==> src/rtl/core/fsfr_pkg.sv <==
// shared types, codes and the crc-8/maxim byte update for the fuel sensor frame receiver
// no dependencies
package fsfr_pkg;

  localparam int unsigned QUEUE_DEPTH = 4;

  localparam logic [7:0] HDR_BYTE  = 8'h3E;
  localparam logic [7:0] BCAST     = 8'hFF;
  localparam logic [7:0] EV_DATA   = 8'h06;
  localparam logic [7:0] EV_LIMITS = 8'h07;
  localparam logic [7:0] CRC_POLY  = 8'h8C;
  localparam logic [7:0] ADDR_RST  = 8'h01;

  localparam logic [1:0] ST_OK       = 2'd0;
  localparam logic [1:0] ST_BAD_HDR  = 2'd1;
  localparam logic [1:0] ST_BAD_ADDR = 2'd2;
  localparam logic [1:0] ST_BAD_EV   = 2'd3;

  localparam logic KIND_DATA   = 1'b0;
  localparam logic KIND_LIMITS = 1'b1;

  localparam logic [3:0] POS_HDR     = 4'd0;
  localparam logic [3:0] POS_ADDR    = 4'd1;
  localparam logic [3:0] POS_EVENT   = 4'd2;
  localparam logic [3:0] POS_TEMP    = 4'd3;
  localparam logic [3:0] POS_FUEL_LO = 4'd4;
  localparam logic [3:0] POS_FUEL_HI = 4'd5;
  localparam logic [3:0] POS_FREQ_HI = 4'd6;
  localparam logic [3:0] POS_FREQ_LO = 4'd7;
  localparam logic [3:0] POS_MAX_LO  = 4'd3;
  localparam logic [3:0] POS_MAX_HI  = 4'd4;
  localparam logic [3:0] POS_MIN_LO  = 4'd5;

  typedef struct packed {
    logic [7:0] data;
    logic       start;
    logic       hdr_ok;
    logic       ev_data;
    logic       ev_limits;
  } entry_t;

  typedef struct packed {
    logic [1:0]  status;
    logic        frame_kind;
    logic [7:0]  responder_address;
    logic [7:0]  temperature;
    logic [15:0] fuel_value;
    logic [15:0] frequency;
    logic        crc_ok;
    logic [15:0] level_max;
    logic [15:0] level_min;
  } result_t;

  function automatic logic [7:0] crc8_update(input logic [7:0] crc, input logic [7:0] b);
    logic [7:0] c;
    c = crc ^ b;
    for (int i = 0; i < 8; i++) begin
      c = c[0] ? ((c >> 1) ^ CRC_POLY) : (c >> 1);
    end
    return c;
  endfunction

  function automatic result_t err_result(input logic [1:0] st, input logic [7:0] addr);
    result_t r;
    r = '0;
    r.status = st;
    r.responder_address = addr;
    return r;
  endfunction

endpackage

==> src/rtl/core/fuel_sensor_frame_receiver.sv <==
// top level of the fuel sensor response frame receiver
// depends on fsfr_pkg, fsfr_front, fsfr_queue and fsfr_back
//
// usage:
//   in channel (in_valid_i/in_ready_o) carries one received byte per transaction,
//   with frame_start_i high on the first byte of a frame.
//   cfg channel (cfg_valid_i/cfg_ready_o) writes station_address; always ready,
//   write only while no frame is in flight.
//   out channel (out_valid_o/out_ready_i) gives one result per finished or
//   rejected frame; bytes that finish nothing give no transaction.
// throughput: one byte per cycle if no result is held (parse and crc combinational).
// path: a byte is written into the queue at its transaction, is parsed when it is
//   popped, and its result is then held in the result register until taken.
// reset: queue empty, no frame open, no result pending, station_address = 1.
// stall: a held result blocks the parse stage, the queue then fills and
//   in_ready_o drops once QDepth bytes are waiting.
module fuel_sensor_frame_receiver
  import fsfr_pkg::*;
#(
  parameter int unsigned QDepth = QUEUE_DEPTH
) (
  input  logic        clk_i,
  input  logic        rst_ni,
  input  logic        in_valid_i,
  output logic        in_ready_o,
  input  logic [7:0]  data_byte_i,
  input  logic        frame_start_i,
  input  logic        cfg_valid_i,
  output logic        cfg_ready_o,
  input  logic [7:0]  cfg_data_i,
  output logic        out_valid_o,
  input  logic        out_ready_i,
  output logic [1:0]  status_o,
  output logic        frame_kind_o,
  output logic [7:0]  responder_address_o,
  output logic [7:0]  temperature_o,
  output logic [15:0] fuel_value_o,
  output logic [15:0] frequency_o,
  output logic        crc_ok_o,
  output logic [15:0] level_max_o,
  output logic [15:0] level_min_o
);

  logic [7:0] station_q;
  logic       q_full, q_push, q_pop, q_valid;
  entry_t     push_entry, pop_entry;
  result_t    result;

  assign cfg_ready_o = 1'b1;

  always_ff @(posedge clk_i or negedge rst_ni) begin
    if (!rst_ni) begin
      station_q <= ADDR_RST;
    end else if (cfg_valid_i) begin
      station_q <= cfg_data_i;
    end
  end

  fsfr_front u_front (
    .in_valid_i    (in_valid_i),
    .in_ready_o    (in_ready_o),
    .data_byte_i   (data_byte_i),
    .frame_start_i (frame_start_i),
    .q_full_i      (q_full),
    .push_o        (q_push),
    .entry_o       (push_entry)
  );

  fsfr_queue #(
    .Width ($bits(entry_t)),
    .Depth (QDepth)
  ) u_queue (
    .clk_i     (clk_i),
    .rst_ni    (rst_ni),
    .push_i    (q_push),
    .wr_data_i (push_entry),
    .full_o    (q_full),
    .pop_i     (q_pop),
    .valid_o   (q_valid),
    .rd_data_o (pop_entry)
  );

  fsfr_back u_back (
    .clk_i       (clk_i),
    .rst_ni      (rst_ni),
    .station_i   (station_q),
    .q_valid_i   (q_valid),
    .entry_i     (pop_entry),
    .pop_o       (q_pop),
    .out_valid_o (out_valid_o),
    .out_ready_i (out_ready_i),
    .result_o    (result)
  );

  assign status_o            = result.status;
  assign frame_kind_o        = result.frame_kind;
  assign responder_address_o = result.responder_address;
  assign temperature_o       = result.temperature;
  assign fuel_value_o        = result.fuel_value;
  assign frequency_o         = result.frequency;
  assign crc_ok_o            = result.crc_ok;
  assign level_max_o         = result.level_max;
  assign level_min_o         = result.level_min;

endmodule

==> src/rtl/core/fsfr_queue.sv <==
// short register queue between the front and back parts
// generic width and depth, no package dependency
module fsfr_queue #(
  parameter int unsigned Width = 8,
  parameter int unsigned Depth = 4
) (
  input  logic             clk_i,
  input  logic             rst_ni,
  input  logic             push_i,
  input  logic [Width-1:0] wr_data_i,
  output logic             full_o,
  input  logic             pop_i,
  output logic             valid_o,
  output logic [Width-1:0] rd_data_o
);

  localparam int unsigned PtrW = (Depth > 1) ? $clog2(Depth) : 1;
  localparam int unsigned CntW = $clog2(Depth + 1);

  logic [Width-1:0] mem_q [Depth];
  logic [PtrW-1:0]  wr_ptr_q, wr_ptr_d, rd_ptr_q, rd_ptr_d;
  logic [CntW-1:0]  count_q, count_d;
  logic             do_push, do_pop;

  assign full_o    = (count_q == CntW'(Depth));
  assign valid_o   = (count_q != '0);
  assign rd_data_o = mem_q[rd_ptr_q];
  assign do_push   = push_i && !full_o;
  assign do_pop    = pop_i && valid_o;

  always_comb begin
    wr_ptr_d = wr_ptr_q;
    rd_ptr_d = rd_ptr_q;
    count_d  = count_q;
    if (do_push) begin
      wr_ptr_d = (wr_ptr_q == PtrW'(Depth - 1)) ? '0 : wr_ptr_q + PtrW'(1);
    end
    if (do_pop) begin
      rd_ptr_d = (rd_ptr_q == PtrW'(Depth - 1)) ? '0 : rd_ptr_q + PtrW'(1);
    end
    if (do_push && !do_pop) begin
      count_d = count_q + CntW'(1);
    end else if (do_pop && !do_push) begin
      count_d = count_q - CntW'(1);
    end
  end

  always_ff @(posedge clk_i or negedge rst_ni) begin
    if (!rst_ni) begin
      wr_ptr_q <= '0;
      rd_ptr_q <= '0;
      count_q  <= '0;
    end else begin
      wr_ptr_q <= wr_ptr_d;
      rd_ptr_q <= rd_ptr_d;
      count_q  <= count_d;
    end
  end

  always_ff @(posedge clk_i) begin
    if (do_push) begin
      mem_q[wr_ptr_q] <= wr_data_i;
    end
  end

`ifndef SYNTHESIS
  a_count_range: assert property (@(posedge clk_i) disable iff (!rst_ni)
    count_q <= CntW'(Depth))
    else $error("queue count beyond depth");
  a_count_step: assert property (@(posedge clk_i) disable iff (!rst_ni)
    (do_push && !do_pop) |=> (count_q == $past(count_q) + CntW'(1)))
    else $error("queue count did not follow a push");
  a_ptr_gap: assert property (@(posedge clk_i) disable iff (!rst_ni)
    (count_q == '0) |-> (wr_ptr_q == rd_ptr_q))
    else $error("empty queue with pointers apart");
`endif

endmodule

==> src/rtl/core/fsfr_front.sv <==
// front part: takes received bytes and classifies header and event codes
// depends on fsfr_pkg
module fsfr_front
  import fsfr_pkg::*;
(
  input  logic       in_valid_i,
  output logic       in_ready_o,
  input  logic [7:0] data_byte_i,
  input  logic       frame_start_i,
  input  logic       q_full_i,
  output logic       push_o,
  output entry_t     entry_o
);

  assign in_ready_o = !q_full_i;
  assign push_o     = in_valid_i && !q_full_i;

  always_comb begin
    entry_o.data      = data_byte_i;
    entry_o.start     = frame_start_i;
    entry_o.hdr_ok    = (data_byte_i == HDR_BYTE);
    entry_o.ev_data   = (data_byte_i == EV_DATA);
    entry_o.ev_limits = (data_byte_i == EV_LIMITS);
  end

endmodule

==> src/rtl/core/fsfr_back.sv <==
// back part: frame parsing, running crc and the result register
// depends on fsfr_pkg
module fsfr_back
  import fsfr_pkg::*;
(
  input  logic       clk_i,
  input  logic       rst_ni,
  input  logic [7:0] station_i,
  input  logic       q_valid_i,
  input  entry_t     entry_i,
  output logic       pop_o,
  output logic       out_valid_o,
  input  logic       out_ready_i,
  output result_t    result_o
);

  logic        active_q, active_d;
  logic [3:0]  pos_q, pos_d;
  logic [7:0]  crc_q, crc_d;
  logic        kind_q, kind_d;
  logic [7:0]  addr_q, addr_d;
  logic [15:0] f0_q, f0_d, f1_q, f1_d, f2_q, f2_d;
  logic        out_valid_q, out_valid_d;
  result_t     res_q, res_d, res_n;
  logic        emit;

  logic        e_act, e_kind;
  logic [3:0]  e_pos;
  logic [7:0]  e_crc, e_addr, b;
  logic [15:0] e_f0, e_f1, e_f2;

  assign pop_o       = q_valid_i && (!out_valid_q || out_ready_i);
  assign out_valid_o = out_valid_q;
  assign result_o    = res_q;

  assign b      = entry_i.data;
  assign e_act  = entry_i.start || active_q;
  assign e_pos  = entry_i.start ? '0 : pos_q;
  assign e_crc  = entry_i.start ? '0 : crc_q;
  assign e_kind = entry_i.start ? KIND_DATA : kind_q;
  assign e_addr = entry_i.start ? '0 : addr_q;
  assign e_f0   = entry_i.start ? '0 : f0_q;
  assign e_f1   = entry_i.start ? '0 : f1_q;
  assign e_f2   = entry_i.start ? '0 : f2_q;

  always_comb begin
    active_d = active_q;
    pos_d    = pos_q;
    crc_d    = crc_q;
    kind_d   = kind_q;
    addr_d   = addr_q;
    f0_d     = f0_q;
    f1_d     = f1_q;
    f2_d     = f2_q;
    res_n    = '0;
    emit     = 1'b0;
    if (pop_o && e_act) begin
      active_d = 1'b1;
      kind_d   = e_kind;
      addr_d   = e_addr;
      f0_d     = e_f0;
      f1_d     = e_f1;
      f2_d     = e_f2;
      crc_d    = crc8_update(e_crc, b);
      pos_d    = e_pos + 4'd1;
      case (e_pos)
        POS_HDR: begin
          if (!entry_i.hdr_ok) begin
            res_n = err_result(ST_BAD_HDR, 8'h00);
            emit  = 1'b1;
          end
        end
        POS_ADDR: addr_d = b;
        POS_EVENT: begin
          if (station_i != BCAST && e_addr != station_i) begin
            res_n = err_result(ST_BAD_ADDR, e_addr);
            emit  = 1'b1;
          end else if (entry_i.ev_data) begin
            kind_d = KIND_DATA;
          end else if (entry_i.ev_limits) begin
            if (e_addr != station_i) begin
              res_n = err_result(ST_BAD_ADDR, e_addr);
              emit  = 1'b1;
            end else begin
              kind_d = KIND_LIMITS;
            end
          end else begin
            res_n = err_result(ST_BAD_EV, e_addr);
            emit  = 1'b1;
          end
        end
        default: begin
          if (e_kind == KIND_DATA) begin
            case (e_pos)
              POS_TEMP:    f0_d = {8'h00, b};
              POS_FUEL_LO: f1_d = {8'h00, b};
              POS_FUEL_HI: f1_d = {b, e_f1[7:0]};
              POS_FREQ_HI: f2_d = {b, 8'h00};
              POS_FREQ_LO: f2_d = {e_f2[15:8], b};
              default: begin
                res_n.responder_address = e_addr;
                res_n.temperature       = e_f0[7:0];
                res_n.fuel_value        = e_f1;
                res_n.frequency         = e_f2;
                res_n.crc_ok            = (b == e_crc);
                emit                    = 1'b1;
              end
            endcase
          end else begin
            case (e_pos)
              POS_MAX_LO: f0_d = {8'h00, b};
              POS_MAX_HI: f0_d = {b, e_f0[7:0]};
              POS_MIN_LO: f1_d = {8'h00, b};
              default: begin
                f1_d                    = {b, e_f1[7:0]};
                res_n.frame_kind        = KIND_LIMITS;
                res_n.responder_address = e_addr;
                res_n.level_max         = e_f0;
                res_n.level_min         = {b, e_f1[7:0]};
                emit                    = 1'b1;
              end
            endcase
          end
        end
      endcase
      if (emit) begin
        active_d = 1'b0;
      end
    end
  end

  always_comb begin
    out_valid_d = out_valid_q;
    res_d       = res_q;
    if (pop_o) begin
      out_valid_d = emit;
      if (emit) begin
        res_d = res_n;
      end
    end else if (out_ready_i) begin
      out_valid_d = 1'b0;
    end
  end

  always_ff @(posedge clk_i or negedge rst_ni) begin
    if (!rst_ni) begin
      active_q    <= 1'b0;
      pos_q       <= '0;
      crc_q       <= '0;
      kind_q      <= KIND_DATA;
      addr_q      <= '0;
      f0_q        <= '0;
      f1_q        <= '0;
      f2_q        <= '0;
      out_valid_q <= 1'b0;
    end else begin
      active_q    <= active_d;
      pos_q       <= pos_d;
      crc_q       <= crc_d;
      kind_q      <= kind_d;
      addr_q      <= addr_d;
      f0_q        <= f0_d;
      f1_q        <= f1_d;
      f2_q        <= f2_d;
      out_valid_q <= out_valid_d;
    end
  end

  always_ff @(posedge clk_i) begin
    res_q <= res_d;
  end

`ifndef SYNTHESIS
  a_close_on_emit: assert property (@(posedge clk_i) disable iff (!rst_ni)
    (pop_o && emit) |=> (!active_q && out_valid_q))
    else $error("frame still open after its result");
  a_err_kind: assert property (@(posedge clk_i) disable iff (!rst_ni)
    (out_valid_q && res_q.status != ST_OK) |-> (res_q.frame_kind == KIND_DATA))
    else $error("error result marked as limits frame");
  a_hdr_addr: assert property (@(posedge clk_i) disable iff (!rst_ni)
    (out_valid_q && res_q.status == ST_BAD_HDR) |-> (res_q.responder_address == 8'h00))
    else $error("bad header result carries an address");
  a_no_pop_idle: assert property (@(posedge clk_i) disable iff (!rst_ni)
    pop_o |-> q_valid_i)
    else $error("pop from empty queue");
`endif

endmodule
==> config.mk <==
export PLATFORM = sky130hd
export DESIGN_NAME = fuel_sensor_frame_receiver
export DESIGN_NICKNAME = d
export VERILOG_FILES = /design/src/rtl/core/fsfr_pkg.sv /design/src/rtl/core/fuel_sensor_frame_receiver.sv /design/src/rtl/core/fsfr_queue.sv /design/src/rtl/core/fsfr_front.sv /design/src/rtl/core/fsfr_back.sv
export SDC_FILE = /design/constraint.sdc
export NUM_CORES = 1
export LEC_CHECK = 0
export ABC_AREA = 1
export BUFFER_PORTS_ARGS = -buffer_cell sky130_fd_sc_hd__buf_2
export CAP_MARGIN = 10
export CORE_ASPECT_RATIO = 0.6
export CORE_UTILIZATION = 35
export DETAILED_ROUTE_END_ITERATION = 10
export SYNTH_ARGS = -nofsm -noshare
export SYNTH_HDL_FRONTEND = slang
export SYNTH_HIERARCHICAL = 1
export SYNTH_SLANG_ARGS = --single-unit
==> constraint.sdc <==
create_clock -name clk_i -period 8.55 [get_ports clk_i]
set_input_delay 0.4275 -clock clk_i [delete_from_list [all_inputs] [get_ports clk_i]]
set_output_delay 0.4275 -clock clk_i [all_outputs]
set_load 0.01 [all_outputs]
==> flow_summary.ini <==
[floorplan]
core_area_um2 = 28900
die_h_um = 136
die_area_um2 = 30400
initial_core_util_pct = 35.9
design.portCount = 109
row_count = 48
die_x_um = 225

[yosys]
synth.yosys.warnings = 6
syn-mean-instance-area_um2 = 9.22
synth_cell_type_count = 42
synthesis.area_um2 = 10400
ys_seq_elements = 218
postSynthNetCount = 1160
postSynthCellCount = 1127
synth-seq-area-share_pct = 58.8

[worst_setup_path]
worstPathBufferInverterCount = 6
cpMaxStageDelayCell = sky130_fd_sc_hd__buf_4
rr_endpoint = u_back/result_o[34]
critical_path.top_delay_family = buffers and inverters
endpoint_kind = flop
ff2ff_path_depth = 13
worstPathMaxFanout = 56
critical_path_arrival_ns = 5.25
worst_setup_sp_type = flop
crit_required_ns = 8.70
timing_worst_setup_path_type = flop to flop
reg2reg_from = u_queue/rd_ptr_q[1]
slack_of_the_worst_reg_to_reg_path_ns = 3.44
path_common_cell = sky130_fd_sc_hd__nand2_1
crit_path_max_incr_delay_ns = 0.68
crit_path_cell_trace = inv_2 > o211ai_1 > nand2_1 > inv_2 > buf_4 > nand2_1 > nand2_1 > a31oi_4 > inv_2 > a31oi_2 > nand2_1 > clkinv_2 > buf_4

[sta]
setup_viol = 0
layout_min_cycle_time_ns = 5.11
max-slew-margin-rel_pct = 19.0
finalCritPeriodShare_pct = 59.7
finalMaxSlewViolations = 0
maxClockFrequency_ghz = 0.196
worst_pin_slew_ns = 1.21
fin_tns_setup_ns = 0
final-hold-violation-count = 0
fin_ws_ns = 3.44
finalClockSkew_ns = 0.0144
rsz0062_at_grt = no

[cts]
root_buffer = sky130_fd_sc_hd__clkbuf_16
cts-htree-levels = 1
clkTransAtPathRegs_ns = 0.07
cts-buffers-inserted = 21
post_cts_buffers = 0
cts.path.max_buffers = 3
insertion_delay_ns = 0.52
cts_tree = done
cts_num_sinks = 218
cts.repair.resized = 0

[placement]
port_buffers = 107
post-dp-hpwl_um = 18200
placed_cell_area_um2 = 11200
gp_congestion = 0.925
place.detailed.instances = 1588
dp_worst_setup_slack_ns = 3.54

[global_routing]
grt_overflow_total = 0
number_of_global_route_vias_before_repair = 7416
grt_usage_pct = 17.9
top_usage_layer = met1
use_met3_pct = 3.86
gr-usage-met1_pct = 28.2
antenna_found_initial = 0
grt_first_pass_wirelength_um = 42300
global_route.usage.met2_pct = 25.0
maximum_number_of_pins_on_one_net_before_global_route_repair = 62

[hold_path]
hold_path_startpoint = cfg_data_i[7]
holdPathStages = 3
timing.hold.worst.class = primary input to flop
holdPathEnd = station_q[7]

[pwr]
p_per_area_nw_per_um2 = 453
ir_worst_vdd_mv = 0.193
power.leakage_uw = 0.00507

[cells_and_area]
fin_cells = 1627
n_antenna_cell = 0
areaGrowthSynthToFinish_pct = 14.3
fin_nets = 1245
n_fill_cell = 2877
final_instance_area_um2 = 11900
drive_gt1_share_pct = 14.7
final_util_pct = 41.0

[drt]
via_per_inst = 4.95
antenna_violating_nets_remaining = 0
drc_errors = 0
drtIter0Drc = 821
detail_route.wirelength_um = 27000
routed_wire_length_per_instance_um = 16.6
vias = 8059
drt_pass1_iterations = 5

[flow_run]
maxCapViolations = 0

[status]
status = finished clean
## layer usage
layer / part of all wire [%] / wire (um) / vias up
li1: - / - / 3878
met1: 50 / 13500 / 3857
met2: 41 / 11000 / 294
met3: 7.6 / 2050 / 30
met4: 1.6 / 440 / 0
met5: 0 / 0 / -
## layout make-up
| type | instances | area (um2) | area share, % |
|---|---|---|---|
| sequential | 218 | 6120 | 51.5 |
| multi-input combinational | 728 | 3460 | 29.1 |
| timing repair buffer | 118 | 623 | 5.25 |
| clock buffer | 24 | 537 | 4.52 |
| tap | 400 | 500 | 4.21 |
| inverter | 125 | 470 | 3.96 |
| clock inverter | 14 | 171 | 1.44 |
## synthesized netlist by cell type (all sizes together)
library cell | number | area [um2]
ha | 10 | 125
or2 | 1 | 6.26
nor3 | 5 | 30.0
o2111ai | 3 | 26.3
nand4 | 7 | 43.8
a31oi | 2 | 33.8
o221ai | 15 | 131
dfstp | 1 | 26.3
edfxtp | 132 | 3960
nor4 | 3 | 18.8
inv | 125 | 469
o21a | 1 | 7.51
o22ai | 8 | 50.1
nand3 | 55 | 290
a21oi | 24 | 128
a22oi | 1 | 7.51
nand2 | 341 | 1290
o21ai | 77 | 385
conb | 1 | 3.75
nor2 | 128 | 500
buf | 44 | 308
xnor2 | 3 | 26.3
fa | 1 | 20.0
a21boi | 1 | 7.51
o211ai | 32 | 240
a21o | 1 | 7.51
xor2 | 8 | 77.6
dfrtp | 85 | 2130
clkbuf | 12 | 45.0
## through the flow
stage               hold slack (ns)  total power [uW]
floorplan                     0.132              3660
global placement              0.430              4350
detailed placement            0.424              4390
CTS                           0.120              5400
global route                  0.139              5780
finish                        0.126              5380
## tightest hold or removal path, stage by stage
cell and delay (ns):
sky130_fd_sc_hd__buf_2 0.07, sky130_fd_sc_hd__nand2_1 0.05, sky130_fd_sc_hd__nand2_1 0.06
## layout by cell type (no fill, tap or decap), types with 4 or more instances in the layout
| cell type | instances |
|---|---|
| sky130_fd_sc_hd__o22ai_1 | 8 |
| sky130_fd_sc_hd__nor3_1 | 4 |
| sky130_fd_sc_hd__o21ai_0 | 75 |
| sky130_fd_sc_hd__bufinv_16 | 4 |
| sky130_fd_sc_hd__dfrtp_1 | 85 |
| sky130_fd_sc_hd__nand2_2 | 5 |
| sky130_fd_sc_hd__inv_1 | 112 |
| sky130_fd_sc_hd__clkinv_1 | 6 |
| sky130_fd_sc_hd__xor2_1 | 7 |
| sky130_fd_sc_hd__buf_2 | 106 |
| sky130_fd_sc_hd__o211ai_1 | 32 |
| sky130_fd_sc_hd__nand3_1 | 52 |
| sky130_fd_sc_hd__nand2_1 | 336 |
| sky130_fd_sc_hd__edfxtp_1 | 132 |
| sky130_fd_sc_hd__buf_4 | 11 |
| sky130_fd_sc_hd__nor2_1 | 122 |
| sky130_fd_sc_hd__inv_2 | 12 |
| sky130_fd_sc_hd__nand4_1 | 7 |
| sky130_fd_sc_hd__a21oi_1 | 22 |
| sky130_fd_sc_hd__clkbuf_16 | 21 |
| sky130_fd_sc_hd__o221ai_1 | 15 |
| sky130_fd_sc_hd__ha_1 | 10 |
| sky130_fd_sc_hd__nor2_2 | 5 |
## where the power goes
part,internal (uW),total [uW],switching (uW)
clock network,573,990,417
registers,1670,1840,173
logic,683,2540,1860
## registers in the layout, indices dropped and copies added, names as in the netlist
signal	cells
u_back/active_q	1
u_back/pos_q	4
u_queue/rd_ptr_q	2
u_back/result_o	84
u_back/f2_q	16
u_back/crc_q	8
u_back/addr_q	8
u_queue/mem_q	48
u_back/out_valid_o	1
u_back/f0_q	16
u_back/f1_q	16
station_q	8
u_queue/count_q	3
u_queue/wr_ptr_q	2
u_back/kind_q	1
## cell families after synthesis
group	count (synthesis)	share of synthesized area [%]
simple gates	540	21.0
flops	218	58.8
buf+inv	181	7.91
compound gates	165	9.86
xor+xnor	11	0.999
fa+ha+maj	11	1.40
other cells	1	0.0361
## worst max path at each step
stage,slack (ns),endpoint,cells past startpoint,start
3_5_place_dp,3.54,u_back/result_o[36],13,u_queue/rd_ptr_q[1]
3_3_place_gp,3.70,u_back/result_o[36],13,u_queue/rd_ptr_q[1]
5_1_grt,2.98,u_back/result_o[36],19,u_queue/rd_ptr_q[1]
4_1_cts,3.51,u_back/result_o[36],13,u_queue/rd_ptr_q[1]
2_1_floorplan,4.09,u_back/result_o[0],15,u_queue/rd_ptr_q[0]
6_report,3.44,u_back/result_o[34],13,u_queue/rd_ptr_q[1]
## repair_timing
| item | CTS | global route |
|---|---|---|
| hold endpoints to repair | 33 | 0 |
| hold buffers | 1 | 0 |
| endpoints found under the setup margin | 0 | 0 |
Note: power is estimated with default switching activity, not from simulation.
